[config.mk]
export PLATFORM = sky130hd
export DESIGN_NAME = utf8_stream_validator_core
export DESIGN_NICKNAME = d
export VERILOG_FILES = /design/src/rtl/core/u8v_pkg.sv /design/src/rtl/core/u8v_step.sv /design/src/rtl/core/utf8_stream_validator_core.sv
export SDC_FILE = /design/constraint.sdc
export NUM_CORES = 1
export LEC_CHECK = 0
export BUFFER_PORTS_ARGS = -buffer_cell sky130_fd_sc_hd__buf_4
export CAP_MARGIN = 40
export CORE_MARGIN = 2
export CORE_UTILIZATION = 65
export DETAILED_ROUTE_END_ITERATION = 8
export PLACE_DENSITY = 0.84
export SYNTH_ARGS = -nofsm -noshare
export SYNTH_HDL_FRONTEND = slang
export SYNTH_HIERARCHICAL = 1
export SYNTH_SLANG_ARGS = --single-unit
[constraint.sdc]
create_clock -name clk -period 4.61 [get_ports clk]
set_input_delay 0 -clock clk [delete_from_list [all_inputs] [get_ports clk]]
set_output_delay 0 -clock clk [all_outputs]
set_load 0.03 [all_outputs]
[src/rtl/core/u8v_pkg.sv]
// Types, constants, byte class table and DFA transition table of the UTF-8 validator.
package u8v_pkg;

  localparam int unsigned POS_WIDTH   = 31;
  localparam int unsigned NUM_STATES  = 9;
  localparam int unsigned NUM_CLASSES = 14;

  typedef logic [3:0] dfa_state_t;
  typedef logic [3:0] byte_class_t;

  localparam dfa_state_t S_ACC = 4'd0;
  localparam dfa_state_t S_ERR = 4'd8;

  localparam byte_class_t CLS_ASCII     = 4'd0;
  localparam byte_class_t CLS_FIRST_LEAD = 4'd4;

  typedef enum logic [1:0] {
    STATUS_OK      = 2'd0,
    STATUS_INVALID = 2'd1,
    STATUS_TRUNC   = 2'd2
  } status_t;

  typedef struct packed {
    logic                 start_mark;
    logic                 error_now;
    logic                 done_res;
    status_t              status;
    logic [POS_WIDTH-1:0] error_pos;
  } u8v_result_t;

  localparam dfa_state_t TRANS [NUM_STATES][NUM_CLASSES] = '{
    '{4'd0, 4'd8, 4'd8, 4'd8, 4'd8, 4'd1, 4'd4, 4'd2, 4'd5, 4'd2, 4'd6, 4'd3, 4'd7, 4'd8},
    '{4'd8, 4'd0, 4'd0, 4'd0, 4'd8, 4'd8, 4'd8, 4'd8, 4'd8, 4'd8, 4'd8, 4'd8, 4'd8, 4'd8},
    '{4'd8, 4'd1, 4'd1, 4'd1, 4'd8, 4'd8, 4'd8, 4'd8, 4'd8, 4'd8, 4'd8, 4'd8, 4'd8, 4'd8},
    '{4'd8, 4'd2, 4'd2, 4'd2, 4'd8, 4'd8, 4'd8, 4'd8, 4'd8, 4'd8, 4'd8, 4'd8, 4'd8, 4'd8},
    '{4'd8, 4'd8, 4'd8, 4'd1, 4'd8, 4'd8, 4'd8, 4'd8, 4'd8, 4'd8, 4'd8, 4'd8, 4'd8, 4'd8},
    '{4'd8, 4'd1, 4'd1, 4'd8, 4'd8, 4'd8, 4'd8, 4'd8, 4'd8, 4'd8, 4'd8, 4'd8, 4'd8, 4'd8},
    '{4'd8, 4'd8, 4'd2, 4'd2, 4'd8, 4'd8, 4'd8, 4'd8, 4'd8, 4'd8, 4'd8, 4'd8, 4'd8, 4'd8},
    '{4'd8, 4'd2, 4'd8, 4'd8, 4'd8, 4'd8, 4'd8, 4'd8, 4'd8, 4'd8, 4'd8, 4'd8, 4'd8, 4'd8},
    '{4'd8, 4'd8, 4'd8, 4'd8, 4'd8, 4'd8, 4'd8, 4'd8, 4'd8, 4'd8, 4'd8, 4'd8, 4'd8, 4'd8}
  };

  // Sort a byte into one of the 14 classes the DFA steps over.
  function automatic byte_class_t byte_class(input logic [7:0] b);
    byte_class_t c;
    if      (b < 8'h80)  c = 4'd0;
    else if (b < 8'h90)  c = 4'd1;
    else if (b < 8'hA0)  c = 4'd2;
    else if (b < 8'hC0)  c = 4'd3;
    else if (b < 8'hC2)  c = 4'd4;
    else if (b < 8'hE0)  c = 4'd5;
    else if (b == 8'hE0) c = 4'd6;
    else if (b < 8'hED)  c = 4'd7;
    else if (b == 8'hED) c = 4'd8;
    else if (b < 8'hF0)  c = 4'd9;
    else if (b == 8'hF0) c = 4'd10;
    else if (b < 8'hF4)  c = 4'd11;
    else if (b == 8'hF4) c = 4'd12;
    else                 c = 4'd13;
    return c;
  endfunction

endpackage

[src/rtl/core/u8v_step.sv]
// One DFA step: next string state and the result beat for one byte.
module u8v_step #(
  parameter int unsigned INDEX_WIDTH = 31
) (
  input  u8v_pkg::dfa_state_t   cur_state,
  input  logic [7:0]            data_byte,
  input  logic                  last_byte,
  input  logic                  error_seen,
  input  logic [INDEX_WIDTH-1:0] byte_index,
  input  logic [INDEX_WIDTH-1:0] sequence_start,
  input  logic [INDEX_WIDTH-1:0] first_error_pos,
  output u8v_pkg::dfa_state_t   state_nxt,
  output logic                  error_seen_nxt,
  output logic [INDEX_WIDTH-1:0] byte_index_nxt,
  output logic [INDEX_WIDTH-1:0] sequence_start_nxt,
  output logic [INDEX_WIDTH-1:0] first_error_pos_nxt,
  output u8v_pkg::u8v_result_t  result
);
  import u8v_pkg::*;

  dfa_state_t                     st_clamp;
  dfa_state_t                     st_step;
  byte_class_t                    cls;
  logic [INDEX_WIDTH-1:0]         seq_upd;
  logic [INDEX_WIDTH-1:0]         fep_upd;
  logic                           err_upd;
  dfa_state_t                     st_upd;
  logic [INDEX_WIDTH-1:0]         pos_idx;
  logic [INDEX_WIDTH+POS_WIDTH-1:0] pos_wide;
  status_t                        stat;

  always_comb begin
    cls      = byte_class(data_byte);
    st_clamp = (cur_state > S_ERR) ? S_ERR : cur_state;
    st_step  = TRANS[st_clamp][cls];

    seq_upd = sequence_start;
    fep_upd = first_error_pos;
    err_upd = error_seen;
    st_upd  = cur_state;
    result.start_mark = 1'b0;
    result.error_now  = 1'b0;

    if (!error_seen) begin
      // a new sequence opens whenever the DFA sits in accept
      if (st_clamp == S_ACC) begin
        seq_upd = byte_index;
      end
      st_upd = st_step;
      if (st_step == S_ERR) begin
        err_upd          = 1'b1;
        fep_upd          = seq_upd;
        result.error_now = 1'b1;
      end else if (cls == CLS_ASCII || cls >= CLS_FIRST_LEAD) begin
        result.start_mark = 1'b1;
      end
    end

    // end-of-string status
    stat    = STATUS_OK;
    pos_idx = '0;
    if (last_byte) begin
      if (err_upd) begin
        stat    = STATUS_INVALID;
        pos_idx = fep_upd;
      end else if (st_upd != S_ACC) begin
        stat    = STATUS_TRUNC;
        pos_idx = seq_upd;
      end
    end
    pos_wide         = {{POS_WIDTH{1'b0}}, pos_idx};
    result.done_res  = last_byte;
    result.status    = stat;
    result.error_pos = pos_wide[POS_WIDTH-1:0];

    // the last byte returns everything to reset for the next string
    if (last_byte) begin
      state_nxt           = S_ACC;
      error_seen_nxt      = 1'b0;
      byte_index_nxt      = '0;
      sequence_start_nxt  = '0;
      first_error_pos_nxt = '0;
    end else begin
      state_nxt           = st_upd;
      error_seen_nxt      = err_upd;
      byte_index_nxt      = (&byte_index) ? byte_index : byte_index + 1'b1;
      sequence_start_nxt  = seq_upd;
      first_error_pos_nxt = fep_upd;
    end
  end

endmodule

[src/rtl/core/utf8_stream_validator_core.sv]
// Path: input register, then DFA step into the result register that drives the outputs.
// Throughput: one byte per cycle; the input register and the result register each advance
//   whenever the stage after them is empty or being drained, so stalls cost no bubbles.
// Reset: rst_n is synchronous, active low; it empties both registers and returns the DFA
//   to accept with all indexes at zero. A string's last byte resets DFA and indexes too.
// Top level of the strict UTF-8 byte stream validator.
module utf8_stream_validator_core #(
  parameter int unsigned INDEX_WIDTH = 31
) (
  input  logic                              clk,
  input  logic                              rst_n,
  input  logic                              in_valid,
  output logic                              in_ready,
  input  logic [7:0]                        in_data_byte,
  input  logic                              in_last_byte,
  output logic                              out_valid,
  input  logic                              out_ready,
  output logic                              out_start_mark,
  output logic                              out_error_now,
  output logic                              out_done_res,
  output logic [1:0]                        out_status,
  output logic [u8v_pkg::POS_WIDTH-1:0]     out_error_pos
);
  import u8v_pkg::*;

  // Input register: one accepted beat waiting for the DFA.
  logic                   in_valid_r;
  logic [7:0]             in_byte_r;
  logic                   in_last_r;

  // String state, updated only when a beat moves into the result register.
  dfa_state_t             state_r;
  logic                   error_seen_r;
  logic [INDEX_WIDTH-1:0] byte_index_r;
  logic [INDEX_WIDTH-1:0] sequence_start_r;
  logic [INDEX_WIDTH-1:0] first_error_pos_r;

  dfa_state_t             state_nxt;
  logic                   error_seen_nxt;
  logic [INDEX_WIDTH-1:0] byte_index_nxt;
  logic [INDEX_WIDTH-1:0] sequence_start_nxt;
  logic [INDEX_WIDTH-1:0] first_error_pos_nxt;

  // Result register.
  logic                   out_valid_r;
  u8v_result_t            res_r;
  u8v_result_t            res_nxt;

  logic                   step_go;  // beat moves from input register to result register
  logic                   in_take;

  // The result register frees up when it is empty or its beat leaves this cycle;
  // the input register frees up when it is empty or its beat steps forward.
  assign step_go  = in_valid_r && (!out_valid_r || out_ready);
  assign in_ready = !in_valid_r || step_go;
  assign in_take  = in_valid && in_ready;

  u8v_step #(
    .INDEX_WIDTH (INDEX_WIDTH)
  ) u_step (
    .cur_state           (state_r),
    .data_byte           (in_byte_r),
    .last_byte           (in_last_r),
    .error_seen          (error_seen_r),
    .byte_index          (byte_index_r),
    .sequence_start      (sequence_start_r),
    .first_error_pos     (first_error_pos_r),
    .state_nxt           (state_nxt),
    .error_seen_nxt      (error_seen_nxt),
    .byte_index_nxt      (byte_index_nxt),
    .sequence_start_nxt  (sequence_start_nxt),
    .first_error_pos_nxt (first_error_pos_nxt),
    .result              (res_nxt)
  );

  // Input register: valid bit under reset, payload loads on every accepted beat.
  always_ff @(posedge clk) begin
    if (!rst_n) begin
      in_valid_r <= 1'b0;
    end else if (in_ready) begin
      in_valid_r <= in_valid;
    end
  end

  always_ff @(posedge clk) begin
    if (in_take) begin
      in_byte_r <= in_data_byte;
      in_last_r <= in_last_byte;
    end
  end

  // String state: advance only on a step, hold through stalls.
  always_ff @(posedge clk) begin
    if (!rst_n) begin
      state_r           <= S_ACC;
      error_seen_r      <= 1'b0;
      byte_index_r      <= '0;
      sequence_start_r  <= '0;
      first_error_pos_r <= '0;
    end else if (step_go) begin
      state_r           <= state_nxt;
      error_seen_r      <= error_seen_nxt;
      byte_index_r      <= byte_index_nxt;
      sequence_start_r  <= sequence_start_nxt;
      first_error_pos_r <= first_error_pos_nxt;
    end
  end

  // Result register: fill on a step, drop the valid once the beat is taken.
  always_ff @(posedge clk) begin
    if (!rst_n) begin
      out_valid_r <= 1'b0;
    end else if (step_go) begin
      out_valid_r <= 1'b1;
    end else if (out_ready) begin
      out_valid_r <= 1'b0;
    end
  end

  always_ff @(posedge clk) begin
    if (step_go) begin
      res_r <= res_nxt;
    end
  end

  assign out_valid      = out_valid_r;
  assign out_start_mark = res_r.start_mark;
  assign out_error_now  = res_r.error_now;
  assign out_done_res   = res_r.done_res;
  assign out_status     = res_r.status;
  assign out_error_pos  = res_r.error_pos;

endmodule

==> results of run 1 <==
cell families after synthesis:
| logic type | share of synthesized area (%) |
|---|---|
| AO/OA/AOI/OAI | 14.7 |
| AND/OR/NAND/NOR | 22.3 |
| XOR/XNOR | 2.42 |
| multiplexers | 15.2 |
| flip-flops | 38.6 |
| buffers and inverters | 6.01 |
| adder cells (fa/ha/maj) | 0.863 |
placed cells by master, fill, tap and decap left out, types with 3 or more instances in the layout:
cell type        n
nand2_1        312
mux2i_1        131
dfxtp_1        100
buf_4           66
nor2_1          50
edfxtp_1        45
a21oi_1         44
a31oi_1         32
a211oi_2        30
nand3_1         24
o21ai_1         23
clkbuf_16       17
xor2_1          16
dlygate4sd3_1   13
o21ai_0         11
o21ai_2         11
and3_1          10
xnor2_1          8
nor3_1           7
ha_1             6
and2_1           5
nor2b_1          5
bufinv_16        5
inv_1            5
nand4_1          5
clkinvlp_4       4
o21a_1           3
clkinv_4         3
nand3b_1         3
or2_2            3
or3_1            3
stage by stage:
| stage | instances | area (um2) | worst slack (ns) | total power [mW] | hold WS [ns] |
|---|---|---|---|---|---|
| 2_1_floorplan | 1021 | 8700 | 1.67 | 1.77 | 0.0989 |
| 3_3_place_gp | 1179 | 8960 | 1.20 | 1.83 | 0.178 |
| 3_5_place_dp | 1180 | 8990 | 1.14 | 1.84 | 0.180 |
| 4_1_cts | 1225 | 9760 | 1.07 | 3.33 | 0.278 |
| 5_1_grt | 1225 | 9760 | 0.683 | 3.44 | 0.286 |
| 6_report | 1225 | 9760 | 0.836 | 3.33 | 0.287 |
cell type report:
class | count | area (um2) | share of cell area [%]
repair buffers | 81 | 673 | 6.90
clock inverters | 14 | 214 | 2.19
inverters | 5 | 18.8 | 0.192
clock buffers | 18 | 429 | 4.40
well taps | 176 | 220 | 2.26
flip-flops and latches | 145 | 3350 | 34.4
multi-input cells | 786 | 4850 | 49.7
registers in the layout, summed over array words and instances, names as in the netlist:
name	count
byte_index_r	31
in_byte_r	8
in_last_r	1
out_error_now	1
in_valid_r	1
out_valid	1
out_start_mark	1
first_error_pos_r	31
out_error_pos	31
out_done_res	1
error_seen_r	1
state_r	4
out_status	2
sequence_start_r	31
metal layers:
layer / up-vias / GRT usage (%) / part of all wire, %
li1: 3565 / - / -
met1: 3529 / 38.6 / 44
met2: 329 / 44.3 / 46
met3: 81 / 5.89 / 6.9
met4: 0 / 12.1 / 3.3
met5: - / 0 / 0
worst max path at each step:
| stage | startpoint | end | slack (ns) |
|---|---|---|---|
| after global routing | in_byte_r[5] | first_error_pos_r[21] | 0.68 |
| after floorplan | state_r[3] | first_error_pos_r[10] | 1.67 |
| after CTS | state_r[3] | first_error_pos_r[28] | 1.07 |
| final | state_r[3] | first_error_pos_r[28] | 0.84 |
| after detailed placement | in_byte_r[5] | first_error_pos_r[28] | 1.14 |
| after global placement | in_byte_r[5] | first_error_pos_r[21] | 1.20 |
power by group through the flow:
stage	registers (mW)	clock network (mW)	logic (mW)
final	1.37	1.50	0.461
after global routing	1.38	1.57	0.486
after CTS	1.37	1.51	0.450
after detailed placement	1.40	0	0.440
after global placement	1.40	0	0.430
after floorplan	1.42	0	0.346
timing repair:
item,4_1_cts,5_1_grt
buffers inserted,0,0
hold endpoints to repair,20,0
hold buffers,13,0
==> run metrics, run 1 <==
status completed; vias in the first global route 6702; clk_lat worst skew ~0.44 ns; data required time at the worst endpoint 4.97 ns; Die Y 120 um; first-pass GRT wire length 32900 um; fin nets 1055; Worst Path Class, Setup reg -> reg; ranking of synthesized cells by area dfxtp_1 23%, edfxtp_1 16%, mux2i_1 15%; P_leak 3.42 nW; worst-case clock buffer depth 2; initial core utilization 66.2%; PwrDens 342 nW/um2; WP buf/inv 2; initial antenna violation count 0; Crit path largest cell delay 0.57 ns; gr usage total 28.5%; delay-heaviest family, CP simple AND/OR/NAND/NOR gates; Area Overhead vs Synth 12.2%; post-CTS sizing 0; DRC marker count from the first detailed-route iteration 855; H-tree Lvls 4; DRT Wirelength slightly above 20000 um; register area share after synthesis 38.6%; Worst Setup Start Kind flip-flop; clock root buffer master clkbuf_16; post-DP HPWL 12000 um; Ys Warns 6; Mean Syn Cell Area about 8.5 um2; drt pass-1 iters 7; Sw Ratio between 20% and 30%; hold_sp in_data_byte[4]; Final TNS setup 0 ns; WL/cell 16.8 um; Rows 42; GRT Residual Overflow 0; FFs w/ async S/R, synth 0%; post-synth top area share 23.0%; clock transition at the registers of the reported paths 0.06 ns; CP cell instances nand2b_1 > ha_1 > nand2_1 > nor3_1 > a22oi_1 > o21ai_0 > nor2_2 > buf_4 > and3_2 > buf_4 > a211oi_2 > nand2_1 > mux2i_1; vias per cell 6.13; count leader, synth nand2_1; syn_nets 1040; Port Buffers 50; power share of the clock group 45.0%; number of flops mapped to enable cells by yosys between 40 and 50; max-slew violations 0; routability cong. approximately 0.91; Worst Path Arrival roughly 4.1 ns; Floorplan Core Area 13100 um2; synth unique cells 64; reg2reg setup slack about 0.84 ns; FF-to-FF End first_error_pos_r[28]; max cap viols 0; CTS Buf Count 17; CP max FO 36; Hold WC Path Type in -> reg; IO Count 51; skew final about 0.0083 ns; part of the power in combinational logic around 14%; clock sinks around 150; Final Cycle Share about four fifths; Hold Crit Depth 2; crit end category flip-flop; via count about 7500; reg2reg path depth 13; DRC 0; Setup-failing EPs final 0; Hold Vio Cnt, Final 0; area leader, netlist dfxtp_1; internal power 2.47 mW; largest net degree at the start of global routing 93; Yosys reg bits 145; main flop type after synthesis dfxtp_1; maximum vdd drop 0.000240 V; FMAX 265 MHz; DIE WIDTH 120 um; Psw 868 uW; share of layout cells above drive strength 1 approximately 15%; CTS tree yes; Slowest-stage cell, CP dfxtp_1; cell count along the critical path 13; unrepaired setup endpoints after global routing false; max_slew headroom 38.0%; DIE AREA 14300 um2; mapped cell area 8700 um2; r2r startpoint state_r[3]; synth cell count leaders 312 x nand2_1, 131 x mux2i_1, 100 x dfxtp_1, 52 x nor2_1, 45 x edfxtp_1; ANT nets after route 0; synthesized instance count between 1000 and 1500; antenna cell count 0; fin crit period between 3 and 4 ns; Filler Cells Inserted 952; post-layout util 74.3%; hold endpoint in_byte_r[4]; worst-margin pin slew 0.928 ns; Seq pwr share about two fifths
No activity file was read; power rests on OpenSTA's default activity.
==> run 2: changes to the inputs <==
--- a/config.mk
+++ b/config.mk
@@ -5,12 +5,13 @@
 export SDC_FILE = /design/constraint.sdc
 export NUM_CORES = 1
 export LEC_CHECK = 0
+export ABC_AREA = 1
 export BUFFER_PORTS_ARGS = -buffer_cell sky130_fd_sc_hd__buf_4
 export CAP_MARGIN = 40
 export CORE_MARGIN = 2
-export CORE_UTILIZATION = 65
+export CORE_UTILIZATION = 62
 export DETAILED_ROUTE_END_ITERATION = 8
-export PLACE_DENSITY = 0.84
+export PLACE_DENSITY = 0.81
 export SYNTH_ARGS = -nofsm -noshare
 export SYNTH_HDL_FRONTEND = slang
 export SYNTH_HIERARCHICAL = 1
==> constraint.sdc (replaced) <==
create_clock -name clk -period 3.9 [get_ports clk]
set_input_delay 0 -clock clk [delete_from_list [all_inputs] [get_ports clk]]
set_output_delay 0 -clock clk [all_outputs]
set_load 0.03 [all_outputs]
==> run metrics, run 2 <==
status completed; synth cell count leaders 435 x nand2_1, 191 x a21oi_1, 186 x nand3_1, 168 x inv_1, 156 x nor2_1; antenna cell count 0 (unchanged); area leader, netlist dfxtp_1; post-layout util 69.7% (-4.6 points); Hold-fix buffers, CTS 11 (-2); vias in the first global route 8183 (+22%); max cap viols 0 (unchanged); crit end category flip-flop; Ys Warns 6 (unchanged); Floorplan Core Area 15000 um2 (+14%); PwrDens 414 nW/um2 (+21%); largest family of logic cells by synthesized area simple AND/OR/NAND/NOR gates; register area share after synthesis 35.5% (-3.1 points); GRT Residual Overflow 0 (unchanged); DRC 0 (unchanged); clock transition at the registers of the reported paths 0.06 ns (about the same); FFs w/ async S/R, synth 0% (unchanged); initial core utilization 62.9% (-3.3 points); count leader, synth nand2_1; slack of the critical path 0.729 ns (-0.107 ns); Post-DP Area 9770 um2 (+8.7%); DIE AREA 16200 um2 (+13%); commonest non-fill, non-tap cells in the layout 435 x nand2_1, 190 x a21oi_1, 186 x nand3_1, 167 x inv_1, 156 x nor2_1; Die Y 127 um (+6.5%); Setup-failing EPs final 0 (unchanged); vias per cell 5.58 (-8.9%); ranking of synthesized cells by area dfxtp_1 21%, nand2_1 17%, edfxtp_1 14%; H-tree Lvls 4 (unchanged); worst-margin pin slew 0.953 ns (+0.0246 ns); CP max FO 31 (-14%); clock root buffer master clkbuf_16; power share of the clock group 37.8% (-7.2 points); Final TNS setup 0 ns (unchanged); Rows 45 (+7.1%); worst-case clock buffer depth 2 (unchanged); Psw 1.37 mW (+58%); internal power 2.97 mW (+20%); Final Non-Filler Cells 1709 (+40%); syn_nets 1529 (+47%); clk_lat worst skew 0.43 ns (about the same); DRC marker count from the first detailed-route iteration 975 (+14%); first-pass GRT wire length 40400 um (+23%); routability cong. 0.960 (+5.6%); Power Total 4.34 mW (+30%); synthesized instance count 1510 (+48%); post-route cell area 10500 um2 (+7.3%); post-synthesis xor/xnor area fraction 0.741% (-1.7 points); gr usage total 30.5% (+2.0 points); commonest non-fill, non-tap cell in the layout nand2_1; CTS Buf Count 17 (unchanged); ANT nets after route 0 (unchanged); post-DP HPWL 15100 um (+26%); data required time at the worst endpoint 4.19 ns (-0.78 ns); skew final 0.0103 ns (+0.00204 ns); Final Cycle Share 81.3% (-0.55 points); share of layout cells above drive strength 1 7.76% (-7.3 points); max-slew violations 0 (unchanged); Post-Place Cells 1666 (+41%); largest net degree at the start of global routing 117 (+26%); Worst Path Class, Setup reg -> reg; max_slew headroom 36.3% (-1.6 points); unrepaired setup endpoints after global routing false; P_leak 4.52 nW (+32%); Port Buffers 50 (unchanged); main flop type after synthesis dfxtp_1; Sw Ratio 31.6% (+5.6 points); initial antenna violation count 0 (unchanged); WL/cell 14.5 um (-14%); fin nets 1527 (+45%); Worst Path Arrival 3.46 ns (-0.67 ns); Hold Vio Cnt, Final 0 (unchanged); Mean Syn Cell Area 6.26 um2 (-27%); Hold Slack 0.0515 ns (-0.236 ns); DRT Wirelength 24800 um (+20%); mapped cell area 9450 um2 (+8.7%); maximum vdd drop 0.000343 V (+42%); number of flops mapped to enable cells by yosys 45 (unchanged); FMAX 315 MHz (+19%); synth unique cells 36 (-44%); Worst Setup Start Kind flip-flop; fin crit period 3.17 ns (-0.603 ns); Post-CTS Setup Bufs 0 (unchanged); post-CTS sizing 0 (unchanged); post-synthesis adder-cell area fraction 0.794% (-0.069 points); CTS tree yes; Hold WC Path Type in -> reg; Seq pwr share 40.2% (-1.0 points); post-synthesis simple-gate area fraction 37.1% (+15 points); Area Overhead vs Synth 10.8%; via count 9539 (+27%); compound-gate portion of the synthesized area 13.5% (-1.2 points); clock sinks 145 (unchanged); IO Count 51 (unchanged); DP Worst Slack 0.902 ns (-0.239 ns); Yosys reg bits 145 (unchanged); DIE WIDTH 127 um (+6.5%); post-synthesis mux area share 0% (-15 points); drt pass-1 iters 6 (-1); post-synth top area share 21.2% (-1.8 points); part of the power in combinational logic 22.0% (+8.2 points)
run 2: path summary, 6_finish.rpt:
| kind | from | endpoint | depth (start not counted) | slack (ns) |
|---|---|---|---|---|
| setup / recovery | state_r[3] | out_error_pos[7] | 15 | 0.73 |
| hold / removal | out_ready | in_valid_r | 4 | 0.05 |
| setup reg to reg | state_r[3] | out_error_pos[7] | 15 | 0.73 |
| hold reg to reg | first_error_pos_r[30] | first_error_pos_r[30] | 2 | 0.48 |
run 2: area by class of cell:
type	count	area, um2
Fill cell	1320	4560
Sequential cell	145	3360
Multi-Input combinational cell	1094	4940
Clock inverter	9	104
Clock buffer	23	489
Tap cell	188	235
Inverter	172	646
Timing Repair Buffer	78	698
run 2: critical path, cell delays in order (launching register included):
cell	delay (ns)
dfxtp_1	0.42
inv_1	0.12
nand2_1	0.14
ha_1	0.19
inv_1	0.06
nor2_1	0.27
nand3_1	0.15
inv_1	0.10
nand3_1	0.06
o211ai_1	0.09
nand2_1	0.14
nand3_2	0.14
nand2_2	0.09
nor2_4	0.75
nand3_1	0.19
nand2_1	0.12
run 2: power groups by stage:
| stage | Combinational [mW] | Sequential, mW | Clock, mW |
|---|---|---|---|
| 2_1_floorplan | 0.665 | 1.80 | 0 |
| 3_3_place_gp | 0.898 | 1.77 | 0 |
| 3_5_place_dp | 0.924 | 1.77 | 0 |
| 4_1_cts | 0.938 | 1.74 | 1.66 |
| 5_1_grt | 1.06 | 1.75 | 1.72 |
| 6_report | 0.956 | 1.74 | 1.64 |
run 2: logic make-up (layout without fill, tap and decap cells):
group	count (synthesis)	in the layout
XOR/XNOR	8	8
adder cells (fa/ha/maj)	6	6
AO/OA/AOI/OAI	246	246
AND/OR/NAND/NOR	834	834
buffers and inverters	271	282
flip-flops	145	145
run 2: metal layers:
layer  part of all wire [%]  up-vias  GRT usage, %
met5                      0        -             0
met4                    2.2        0          11.4
met3                    8.2       43          5.07
met2                     45      427          47.0
met1                     45     4209          43.2
li1                       -     4860             -
